File: src/hdl/pdsx_pkg.sv
// Shared constants, types and inverse substitution table for the packet decryptor.
`timescale 1ns / 1ps

package pdsx_pkg;

    localparam logic [2:0]  HDR_BYTES       = 3'd4;
    localparam logic [31:0] KEY_MASK        = 32'hA55AA55A;
    localparam logic [17:0] LCG_MUL         = 18'd241103;
    localparam logic [31:0] LCG_ADD         = 32'd2533101;
    localparam logic [7:0]  ROUND_STEP      = 8'd3;
    localparam logic [31:0] SESSION_KEY_RST = 32'h12345678;
    localparam int          WORD_BYTES      = 4;

    localparam logic [7:0] INV_TABLE [0:255] = '{
        8'h51,8'hA1,8'h9E,8'hB0,8'h1E,8'h83,8'h1C,8'h2D,8'hE9,8'h77,8'h3D,8'h13,8'h93,8'h10,8'h45,8'hFF,
        8'h6D,8'hC9,8'h20,8'h2F,8'h1B,8'h82,8'h1A,8'h7D,8'hF5,8'hCF,8'h52,8'hA8,8'hD2,8'hA4,8'hB4,8'h0B,
        8'h31,8'h97,8'h57,8'h19,8'h34,8'hDF,8'h5B,8'h41,8'h58,8'h49,8'hAA,8'h5F,8'h0A,8'hEF,8'h88,8'h01,
        8'hDC,8'h95,8'hD4,8'hAF,8'h7B,8'hE3,8'h11,8'h8E,8'h9D,8'h16,8'h61,8'h8C,8'h84,8'h3C,8'h1F,8'h5A,
        8'h02,8'h4F,8'h39,8'hFE,8'h04,8'h07,8'h5C,8'h8B,8'hEE,8'h66,8'h33,8'hC4,8'hC8,8'h59,8'hB5,8'h5D,
        8'hC2,8'h6C,8'hF6,8'h4D,8'hFB,8'hAE,8'h4A,8'h4B,8'hF3,8'h35,8'h2C,8'hCA,8'h21,8'h78,8'h3B,8'h03,
        8'hFD,8'h24,8'hBD,8'h25,8'h37,8'h29,8'hAC,8'h4E,8'hF9,8'h92,8'h3A,8'h32,8'h4C,8'hDA,8'h06,8'h5E,
        8'h00,8'h94,8'h60,8'hEC,8'h17,8'h98,8'hD7,8'h3E,8'hCB,8'h6A,8'hA9,8'hD9,8'h9C,8'hBB,8'h08,8'h8F,
        8'h40,8'hA0,8'h6F,8'h55,8'h67,8'h87,8'h54,8'h80,8'hB2,8'h36,8'h47,8'h22,8'h44,8'h63,8'h05,8'h6B,
        8'hF0,8'h0F,8'hC7,8'h90,8'hC5,8'h65,8'hE2,8'h64,8'hFA,8'hD5,8'hDB,8'h12,8'h7A,8'h0E,8'hD8,8'h7E,
        8'h99,8'hD1,8'hE8,8'hD6,8'h86,8'h27,8'hBF,8'hC1,8'h6E,8'hDE,8'h9A,8'h09,8'h0D,8'hAB,8'hE1,8'h91,
        8'h56,8'hCD,8'hB3,8'h76,8'h0C,8'hC3,8'hD3,8'h9F,8'h42,8'hB6,8'h9B,8'hE5,8'h23,8'hA7,8'hAD,8'h18,
        8'hC6,8'hF4,8'hB8,8'hBE,8'h15,8'h43,8'h70,8'hE0,8'hE7,8'hBC,8'hF1,8'hBA,8'hA5,8'hA6,8'h53,8'h75,
        8'hE4,8'hEB,8'hE6,8'h85,8'h14,8'h48,8'hDD,8'h38,8'h2A,8'hCC,8'h7F,8'hB1,8'hC0,8'h71,8'h96,8'hF8,
        8'h3F,8'h28,8'hF2,8'h69,8'h74,8'h68,8'hB7,8'hA3,8'h50,8'hD0,8'h79,8'h1D,8'hFC,8'hCE,8'h8A,8'h8D,
        8'h2E,8'h62,8'h30,8'hEA,8'hED,8'h2B,8'h26,8'hB9,8'h81,8'h7C,8'h46,8'h89,8'h73,8'hA2,8'hF7,8'h72
    };

    typedef struct packed {
        logic [7:0] plain_byte;
        logic       packet_end;
        logic       check_error;
    } t_result;

    typedef struct packed {
        logic [2:0]                    cnt;
        t_result [WORD_BYTES-1:0]      ent;
    } t_push;

endpackage

File: src/hdl/pdsx_word_decrypt.sv
// Word decrypt: key XOR, inverse substitution, round offset, check sums and next key.
`timescale 1ns / 1ps

module pdsx_word_decrypt (
    input  logic [31:0]     i_word,
    input  logic [31:0]     i_key,
    input  logic [7:0]      i_round,
    input  logic [7:0]      i_csum,
    output logic [3:0][7:0] o_plain,
    output logic [3:0][7:0] o_sum,
    output logic [31:0]     o_next_key
);

    logic [31:0] w_xor;
    logic [33:0] w_prod_hi;
    logic [33:0] w_prod_lo;
    logic [31:0] w_lcg_hi;
    logic [31:0] w_lcg_lo;

    assign w_xor = i_word ^ i_key;

    always_comb begin
        logic [7:0] acc;
        logic [7:0] rnd;
        acc = i_csum;
        rnd = i_round;
        for (int k = 0; k < pdsx_pkg::WORD_BYTES; k++) begin
            o_plain[k] = pdsx_pkg::INV_TABLE[w_xor[8*k +: 8]] - rnd;
            acc        = acc + o_plain[k];
            o_sum[k]   = acc;
            rnd        = rnd + pdsx_pkg::ROUND_STEP;
        end
    end

    assign w_prod_hi  = 34'(i_word[31:16]) * 34'(pdsx_pkg::LCG_MUL);
    assign w_prod_lo  = 34'(i_word[15:0])  * 34'(pdsx_pkg::LCG_MUL);
    assign w_lcg_hi   = w_prod_hi[31:0] + pdsx_pkg::LCG_ADD;
    assign w_lcg_lo   = w_prod_lo[31:0] + pdsx_pkg::LCG_ADD;
    assign o_next_key = {w_lcg_hi[31:16], w_lcg_lo[31:16]} ^ pdsx_pkg::KEY_MASK;

endmodule

File: src/hdl/pdsx_result_queue.sv
// Result queue: takes up to four results per cycle, sends one per transfer.
`timescale 1ns / 1ps

module pdsx_result_queue (
    input  logic              i_clk,
    input  logic              i_rst_n,
    input  pdsx_pkg::t_push   i_push,
    output logic              o_room,
    output logic              m_axis_tvalid,
    input  logic              m_axis_tready,
    output logic [7:0]        m_axis_tdata,  // plain_byte
    output logic              m_axis_tlast,  // packet_end
    output logic              m_axis_tuser   // check_error
);

    localparam int DEPTH = 8;
    localparam int AW    = $clog2(DEPTH);

    pdsx_pkg::t_result r_mem [DEPTH];
    logic [AW-1:0]     r_wr_ptr;
    logic [AW-1:0]     r_rd_ptr;
    logic [AW:0]       r_count;
    logic [AW:0]       n_count;
    logic              w_pop;

    assign w_pop         = m_axis_tvalid & m_axis_tready;
    assign m_axis_tvalid = (r_count != '0);
    assign m_axis_tdata  = r_mem[r_rd_ptr].plain_byte;
    assign m_axis_tlast  = r_mem[r_rd_ptr].packet_end;
    assign m_axis_tuser  = r_mem[r_rd_ptr].check_error;
    assign o_room        = (r_count <= (AW+1)'(DEPTH - pdsx_pkg::WORD_BYTES));
    assign n_count       = r_count + (AW+1)'(i_push.cnt) - (AW+1)'(w_pop);

    always_ff @(posedge i_clk) begin
        for (int k = 0; k < pdsx_pkg::WORD_BYTES; k++) begin
            if (3'(k) < i_push.cnt) begin
                r_mem[r_wr_ptr + AW'(k)] <= i_push.ent[k];
            end
        end
    end

    always_ff @(posedge i_clk) begin
        if (!i_rst_n) begin
            r_wr_ptr <= '0;
            r_rd_ptr <= '0;
            r_count  <= '0;
        end else begin
            r_wr_ptr <= r_wr_ptr + AW'(i_push.cnt);
            r_rd_ptr <= r_rd_ptr + AW'(w_pop);
            r_count  <= n_count;
        end
    end

endmodule

File: src/hdl/packet_decrypt_substitute_xor_core.sv
// Top level of the receive-side packet decryptor.
`timescale 1ns / 1ps

// Byte-serial packet decryptor.
// Input stream s_axis: one received byte per transfer; tlast marks the packet's
// final byte, tuser marks the first byte of a new session (reload key, clear round).
// Output stream m_axis: one result byte per transfer; tlast marks the packet's last
// result, tuser flags a nonzero check sum on it or a packet ending in its header.
// Configuration channel i_cfg_*: the session key, taken at any time (o_cfg_ready
// is always high); write it only while the block is idle.
// Header bytes give one result each. Payload bytes gather into 32-bit words; a word
// decrypts in the cycle its last byte is taken and its four results (or fewer for a
// short final word) enter an eight-entry result queue.
// Throughput: one input byte per cycle sustained; the queue drains one result per
// cycle, so s_axis_tready stays high as long as the receiver keeps taking results.
// s_axis_tready drops when the queue holds more than four results, i.e. when the
// receiver stalls; queued results hold until taken.
// Reset (synchronous, active low) clears the key state, round, framing and queue,
// and sets the session key to 0x12345678.

module packet_decrypt_substitute_xor_core (
    input  logic        i_clk,
    input  logic        i_rst_n,
    input  logic        i_cfg_valid,
    output logic        o_cfg_ready,
    input  logic [31:0] i_cfg_data,   // session_key
    input  logic        s_axis_tvalid,
    output logic        s_axis_tready,
    input  logic [7:0]  s_axis_tdata, // cipher_byte
    input  logic        s_axis_tlast, // last_byte
    input  logic        s_axis_tuser, // session_start
    output logic        m_axis_tvalid,
    input  logic        m_axis_tready,
    output logic [7:0]  m_axis_tdata, // plain_byte
    output logic        m_axis_tlast, // packet_end
    output logic        m_axis_tuser  // check_error
);

    logic [31:0] r_session_key;
    logic [31:0] r_running_key;
    logic [7:0]  r_round;
    logic [23:0] r_held;
    logic [1:0]  r_lane;
    logic [2:0]  r_hdr;
    logic [7:0]  r_csum;

    logic [31:0] n_running_key;
    logic [7:0]  n_round;
    logic [23:0] n_held;
    logic [1:0]  n_lane;
    logic [2:0]  n_hdr;
    logic [7:0]  n_csum;

    logic [31:0] w_key;
    logic [7:0]  w_round;
    logic [23:0] w_held;
    logic [1:0]  w_lane;
    logic [2:0]  w_hdr;
    logic [7:0]  w_csum;
    logic        w_accept;
    logic        w_is_hdr;
    logic        w_emit;
    logic [2:0]  w_cnt;
    logic [31:0] w_word;
    logic [3:0][7:0] w_plain;
    logic [3:0][7:0] w_sum;
    logic [31:0] w_next_key;
    logic        w_room;
    pdsx_pkg::t_push w_push;

    assign o_cfg_ready   = 1'b1;
    assign s_axis_tready = w_room;
    assign w_accept      = s_axis_tvalid & s_axis_tready;

    assign w_key    = s_axis_tuser ? r_session_key : r_running_key;
    assign w_round  = s_axis_tuser ? 8'd0  : r_round;
    assign w_held   = s_axis_tuser ? 24'd0 : r_held;
    assign w_lane   = s_axis_tuser ? 2'd0  : r_lane;
    assign w_hdr    = s_axis_tuser ? 3'd0  : r_hdr;
    assign w_csum   = s_axis_tuser ? 8'd0  : r_csum;

    assign w_is_hdr = (w_hdr < pdsx_pkg::HDR_BYTES);
    assign w_emit   = !w_is_hdr && ((w_lane == 2'd3) || s_axis_tlast);
    assign w_cnt    = {1'b0, w_lane} + 3'd1;

    always_comb begin
        logic [31:0] ext;
        ext = {8'h00, w_held};
        for (int k = 0; k < pdsx_pkg::WORD_BYTES; k++) begin
            if (2'(k) < w_lane || k == 3 && w_lane == 2'd3) begin
                w_word[8*k +: 8] = (2'(k) == w_lane) ? s_axis_tdata : ext[8*k +: 8];
            end else if (2'(k) == w_lane) begin
                w_word[8*k +: 8] = s_axis_tdata;
            end else begin
                w_word[8*k +: 8] = w_key[8*k +: 8];
            end
        end
    end

    pdsx_word_decrypt u_word (
        .i_word     (w_word),
        .i_key      (w_key),
        .i_round    (w_round),
        .i_csum     (w_csum),
        .o_plain    (w_plain),
        .o_sum      (w_sum),
        .o_next_key (w_next_key)
    );

    always_comb begin
        w_push = '0;
        if (w_accept && w_is_hdr) begin
            w_push.cnt                = 3'd1;
            w_push.ent[0].plain_byte  = s_axis_tdata;
            w_push.ent[0].packet_end  = s_axis_tlast;
            w_push.ent[0].check_error = s_axis_tlast;
        end else if (w_accept && w_emit) begin
            w_push.cnt = w_cnt;
            for (int k = 0; k < pdsx_pkg::WORD_BYTES; k++) begin
                w_push.ent[k].plain_byte  = w_plain[k];
                w_push.ent[k].packet_end  = s_axis_tlast && (3'(k) == w_cnt - 3'd1);
                w_push.ent[k].check_error = s_axis_tlast && (3'(k) == w_cnt - 3'd1)
                                            && (w_sum[k] != 8'd0);
            end
        end
    end

    always_comb begin
        n_running_key = w_key;
        n_round       = w_round;
        n_held        = w_held;
        n_lane        = w_lane;
        n_hdr         = w_hdr;
        n_csum        = w_csum;
        if (w_is_hdr) begin
            n_hdr = w_hdr + 3'd1;
            if (w_hdr == 3'd1) begin
                n_csum = w_csum + s_axis_tdata;
            end
        end else if (w_emit) begin
            n_running_key = w_next_key;
            n_round       = w_round + 8'(w_cnt) * pdsx_pkg::ROUND_STEP;
            n_held        = '0;
            n_lane        = '0;
            n_csum        = w_sum[w_lane];
        end else begin
            n_lane = w_lane + 2'd1;
            unique case (w_lane)
                2'd0:    n_held[7:0]   = s_axis_tdata;
                2'd1:    n_held[15:8]  = s_axis_tdata;
                2'd2:    n_held[23:16] = s_axis_tdata;
                default: n_held        = w_held;
            endcase
        end
        if (s_axis_tlast) begin
            n_held = '0;
            n_lane = '0;
            n_hdr  = '0;
            n_csum = '0;
        end
    end

    always_ff @(posedge i_clk) begin
        if (!i_rst_n) begin
            r_session_key <= pdsx_pkg::SESSION_KEY_RST;
            r_running_key <= '0;
            r_round       <= '0;
            r_held        <= '0;
            r_lane        <= '0;
            r_hdr         <= '0;
            r_csum        <= '0;
        end else begin
            if (i_cfg_valid && o_cfg_ready) begin
                r_session_key <= i_cfg_data;
            end
            if (w_accept) begin
                r_running_key <= n_running_key;
                r_round       <= n_round;
                r_held        <= n_held;
                r_lane        <= n_lane;
                r_hdr         <= n_hdr;
                r_csum        <= n_csum;
            end
        end
    end

    pdsx_result_queue u_queue (
        .i_clk         (i_clk),
        .i_rst_n       (i_rst_n),
        .i_push        (w_push),
        .o_room        (w_room),
        .m_axis_tvalid (m_axis_tvalid),
        .m_axis_tready (m_axis_tready),
        .m_axis_tdata  (m_axis_tdata),
        .m_axis_tlast  (m_axis_tlast),
        .m_axis_tuser  (m_axis_tuser)
    );

endmodule

File: config.mk
export PLATFORM = sky130hd
export DESIGN_NAME = packet_decrypt_substitute_xor_core
export DESIGN_NICKNAME = d
export VERILOG_FILES = /design/src/hdl/pdsx_pkg.sv /design/src/hdl/pdsx_word_decrypt.sv /design/src/hdl/pdsx_result_queue.sv /design/src/hdl/packet_decrypt_substitute_xor_core.sv
export SDC_FILE = /design/constraint.sdc
export NUM_CORES = 2
export LEC_CHECK = 0
export BUFFER_PORTS_ARGS = -buffer_cell sky130_fd_sc_hd__buf_2
export CAP_MARGIN = 20
export CORE_ASPECT_RATIO = 1.1
export CORE_UTILIZATION = 50
export CTS_BUF_LIST = sky130_fd_sc_hd__clkbuf_4
export DETAILED_ROUTE_END_ITERATION = 6
export PLACE_DENSITY = 0.64
export SETUP_SLACK_MARGIN = 0.5
export SYNTH_ARGS = -nofsm -noshare
export SYNTH_HDL_FRONTEND = slang
export SYNTH_HIERARCHICAL = 1
export SYNTH_SLANG_ARGS = --single-unit
File: constraint.sdc
create_clock -name i_clk -period 12.3 [get_ports i_clk]
set_input_delay 0.615 -clock i_clk [delete_from_list [all_inputs] [get_ports i_clk]]
set_output_delay 0.615 -clock i_clk [all_outputs]
set_load 0.05 [all_outputs]
==> impl_metrics.sql <==
INSERT INTO impl_metrics (metric_group, metric, value, unit) VALUES
('sta', 'slew_viol_final', '0', ''),
('synth', 'yosysWarningCount', '6', ''),
('sta', 'setup_ws', '1.19', 'ns'),
('sta', 'rsz0062_at_grt', 'false', ''),
('global_route', 'global_route_wire_length_before_repair', '239000', 'µm'),
('clocking', 'cts_setup_buffers', '0', ''),
('critical_path', 'worst-endpoint-required', '12.92', 'ns'),
('global_route', 'grt.met3_usage', '6.61', '%'),
('pwr', 'swShare', '57.6', '%'),
('clocking', 'cts_tree', 'built', ''),
('detailed_routing', 'drt.antenna.violating_nets', '0', ''),
('critical_path', 'crit_path_leading_delay_family', 'compound AO/OA/AOI/OAI gates', ''),
('floorplanning', 'core.rowCount', '108', ''),
('clocking', 'tritoncts.num_buffers', '17', ''),
('synth', 'synth-main-ff-cell', 'dfxtp_1', ''),
('sta', 'fmaxAchievable', '0.0900', 'GHz'),
('clocking', 'cts-root-buf', 'clkbuf_4', ''),
('pwr', 'power.ir.vdd_worst', '0.000962', 'V'),
('synth', 'asyncSetResetFlopFracSynth', '0', '%'),
('global_route', 'grt_pass1_vias', '38900', ''),
('outcome', 'outcome', 'completed', ''),
('detailed_routing', 'drt_iter0_drc', '5807', ''),
('critical_path', 'critical_path.slowest_cell', 'a211oi_1', ''),
('clocking', 'clock_sink_count', '199', ''),
('sta', 'max_slew_margin', '24.5', '%'),
('pwr', 'pwr-share-seq', '6.2', '%'),
('finish', 'final_cells', '6021', ''),
('detailed_routing', 'route.vias.total', '40100', ''),
('placed_design', 'placement.setup.worst_slack', '1.25', 'ns'),
('synth', 'synth_seq_area_share', '11.9', '%'),
('synth', 'postSynthCellCount', '5142', ''),
('synth', 'synth_top_cells_by_area', 'fa_1 (15%), ha_1 (13%), edfxtp_1 (6.0%), dfxtp_1 (5.9%), a21oi_1 (5.5%)', ''),
('pwr', 'power.share.clock', '3.2', '%'),
('critical_path', 'timing.critical_path.buf_inv', '4', ''),
('critical_path', 'max_stage_delay', '0.90', 'ns'),
('synth', 'synthesis.area', '40100', 'µm²'),
('floorplanning', 'core_region_area', '79100', 'µm²'),
('detailed_routing', 'post_drt_via_cell_ratio', '6.66', ''),
('global_route', 'most_used_layer_global_route', 'met2', ''),
('clocking', 'post_cts_resized', '0', ''),
('critical_path', 'worstPathArrival', '11.72', 'ns'),
('clocking', 'clk_pin_slew_worst_paths', '0.21', 'ns'),
('placed_design', 'numPlacedInstances', '5981', ''),
('detailed_routing', 'detail_route.drc_violations', '0', ''),
('synth', 'synth_nets', '5906', ''),
('clocking', 'cts_max_level', '4', ''),
('global_route', 'grt.met1_usage', '49.0', '%'),
('synth', 'synth_edf_count', '80', ''),
('placed_design', 'placement.io_buffers', '58', ''),
('pwr', 'static_power_due_to_leakage', '18.2', 'nW'),
('global_route', 'grt.total_usage', '37.9', '%'),
('synth', 'cell_variety_after_synth', '101', ''),
('finish', 'design.final.nets', '5724', ''),
('detailed_routing', 'detail_route.wl_per_cell', '25.8', 'µm'),
('global_route', 'grt_antenna_before_repair', '7', ''),
('synth', 'ys_seq_elements', '199', ''),
('sta', 'min_period', '11.11', 'ns'),
('sta', 'setup-violations-final', '0', ''),
('critical_path', 'critical_path.startpoint_type', 'flop', ''),
('floorplanning', 'die-area', '81300', 'µm²'),
('sta', 'finalCritPeriodShare', '90.3', '%'),
('floorplanning', 'chipHeight', '299', 'µm'),
('sta', 'fin_skew', '0.0535', 'ns'),
('pwr', 'power.combinational.fraction', '90.6', '%'),
('pwr', 'power_report.internal_total', '0.00538', 'W'),
('clocking', 'max-clock-path-buffers', '2', ''),
('global_route', 'grt_overflow_total', '0', ''),
('synth', 'synthesis.area_per_instance', '7.79', 'µm²'),
('finish', 'most-common-layout-cells', 'inv_1 (553), nand2_1 (452), a21oi_1 (443), ha_1 (422), nor2_1 (412)', ''),
('global_route', 'met2_usage', '61.0', '%'),
('clocking', 'insertion_delay', '0.77', 'ns');
==> worst reg2reg max path: cells and delay by family (launching register included) <==
kind	cells	cell delay, ns
buffers and inverters	4	1.11
flip-flops	1	0.77
AND/OR/NAND/NOR	8	1.14
AO/OA/AOI/OAI	12	2.87
XOR/XNOR	7	2.42
adder cells (fa/ha/maj)	8	2.66
==> through the flow <==
stage	area, µm²	hold slack (ns)
2_1_floorplan	40100	0.427
3_3_place_gp	41400	0.436
3_5_place_dp	41400	0.442
4_1_cts	41800	0.0344
5_1_grt	41800	0.0641
6_report	41800	0.0958
==> sequential cells by signal, summed over array words and instances, names as in the netlist, 4 cells and up <==
| signal | count |
|---|---|
| r_round | 8 |
| u_queue/r_mem | 80 |
| r_csum | 8 |
| u_queue/r_count | 4 |
| r_running_key | 32 |
| r_session_key | 32 |
| r_held | 24 |
==> power groups by stage <==
stage | clock [W] | sequential [W] | combinational (W)
2_1_floorplan | 0 | 0.000775 | 0.00821
3_5_place_dp | 0 | 0.000795 | 0.0112
4_1_cts | 0.000416 | 0.000781 | 0.0113
3_3_place_gp | 0 | 0.000794 | 0.0112
5_1_grt | 0.000433 | 0.000787 | 0.0127
6_report | 0.000406 | 0.000781 | 0.0115
==> layout make-up <==
cell class / count / area [µm²] / area share, %
diodes: 3 / 7.51 / 0.0180
clock buffers: 17 / 128 / 0.305
clock inverters: 15 / 193 / 0.461
inverters: 562 / 2110 / 5.04
multi-input cells: 3979 / 31900 / 76.3
flip-flops and latches: 199 / 4780 / 11.4
well taps: 1045 / 1310 / 3.13
repair buffers: 201 / 1390 / 3.31
==> final timing paths <==
path / startpoint / end / slack [ns] / cells after the start
worst max-delay path: r_lane[1] / u_queue/r_mem[1][0] / 1.19 / 39
worst min-delay path: i_cfg_data[3] / r_session_key[3] / 0.1 / 3
worst max register to register: r_lane[1] / u_queue/r_mem[1][0] / 1.19 / 39
worst min register to register: r_running_key[12] / r_running_key[12] / 0.46 / 2
==> cells by family after synthesis <==
group                      Yosys count  synth area share, %
AOI/OAI and AO/OA                 1538                 25.1
xor gates and xnor gates           180                 4.23
adders and majority gates          717                 27.9
buffers and inverters              964                 9.41
DFF                                199                 11.9
muxes                              204                 6.39
other                                1              0.00936
and+or+nand+nor                   1339                 15.0
==> layer usage <==
metal	up-vias	wire length [µm]
met4	8	8890
met1	19100	61500
met5	-	51
met2	2521	70800
met3	576	14000
li1	17900	-
==> synth_stat cells, types with 13 or more instances <==
| cell | count |
|---|---|
| inv_1 | 555 |
| nand2_1 | 453 |
| a21oi_1 | 444 |
| ha_1 | 422 |
| nor2_1 | 413 |
| fa_1 | 295 |
| o21ai_0 | 274 |
| clkbuf_1 | 263 |
| mux2i_1 | 126 |
| nand3_1 | 125 |
| dfxtp_1 | 119 |
| o211ai_1 | 113 |
| xnor2_1 | 107 |
| o22ai_1 | 102 |
| nor3_1 | 99 |
| a31oi_1 | 90 |
| edfxtp_1 | 80 |
| buf_1 | 72 |
| a211oi_1 | 68 |
| o311ai_0 | 63 |
| xor2_1 | 60 |
| and2_1 | 56 |
| a21o_1 | 49 |
| buf_2 | 48 |
| or3_1 | 44 |
| a311oi_1 | 42 |
| a221oi_1 | 40 |
| mux2_2 | 39 |
| nor2b_1 | 38 |
| mux4_2 | 37 |
| o221ai_1 | 27 |
| a22oi_1 | 25 |
| nand2b_1 | 24 |
| o21bai_1 | 19 |
| a22o_1 | 18 |
| a221oi_2 | 13 |
| nand4_1 | 13 |
| nor4_1 | 13 |
| o21a_1 | 13 |
Power figures use the tool's default switching activity.
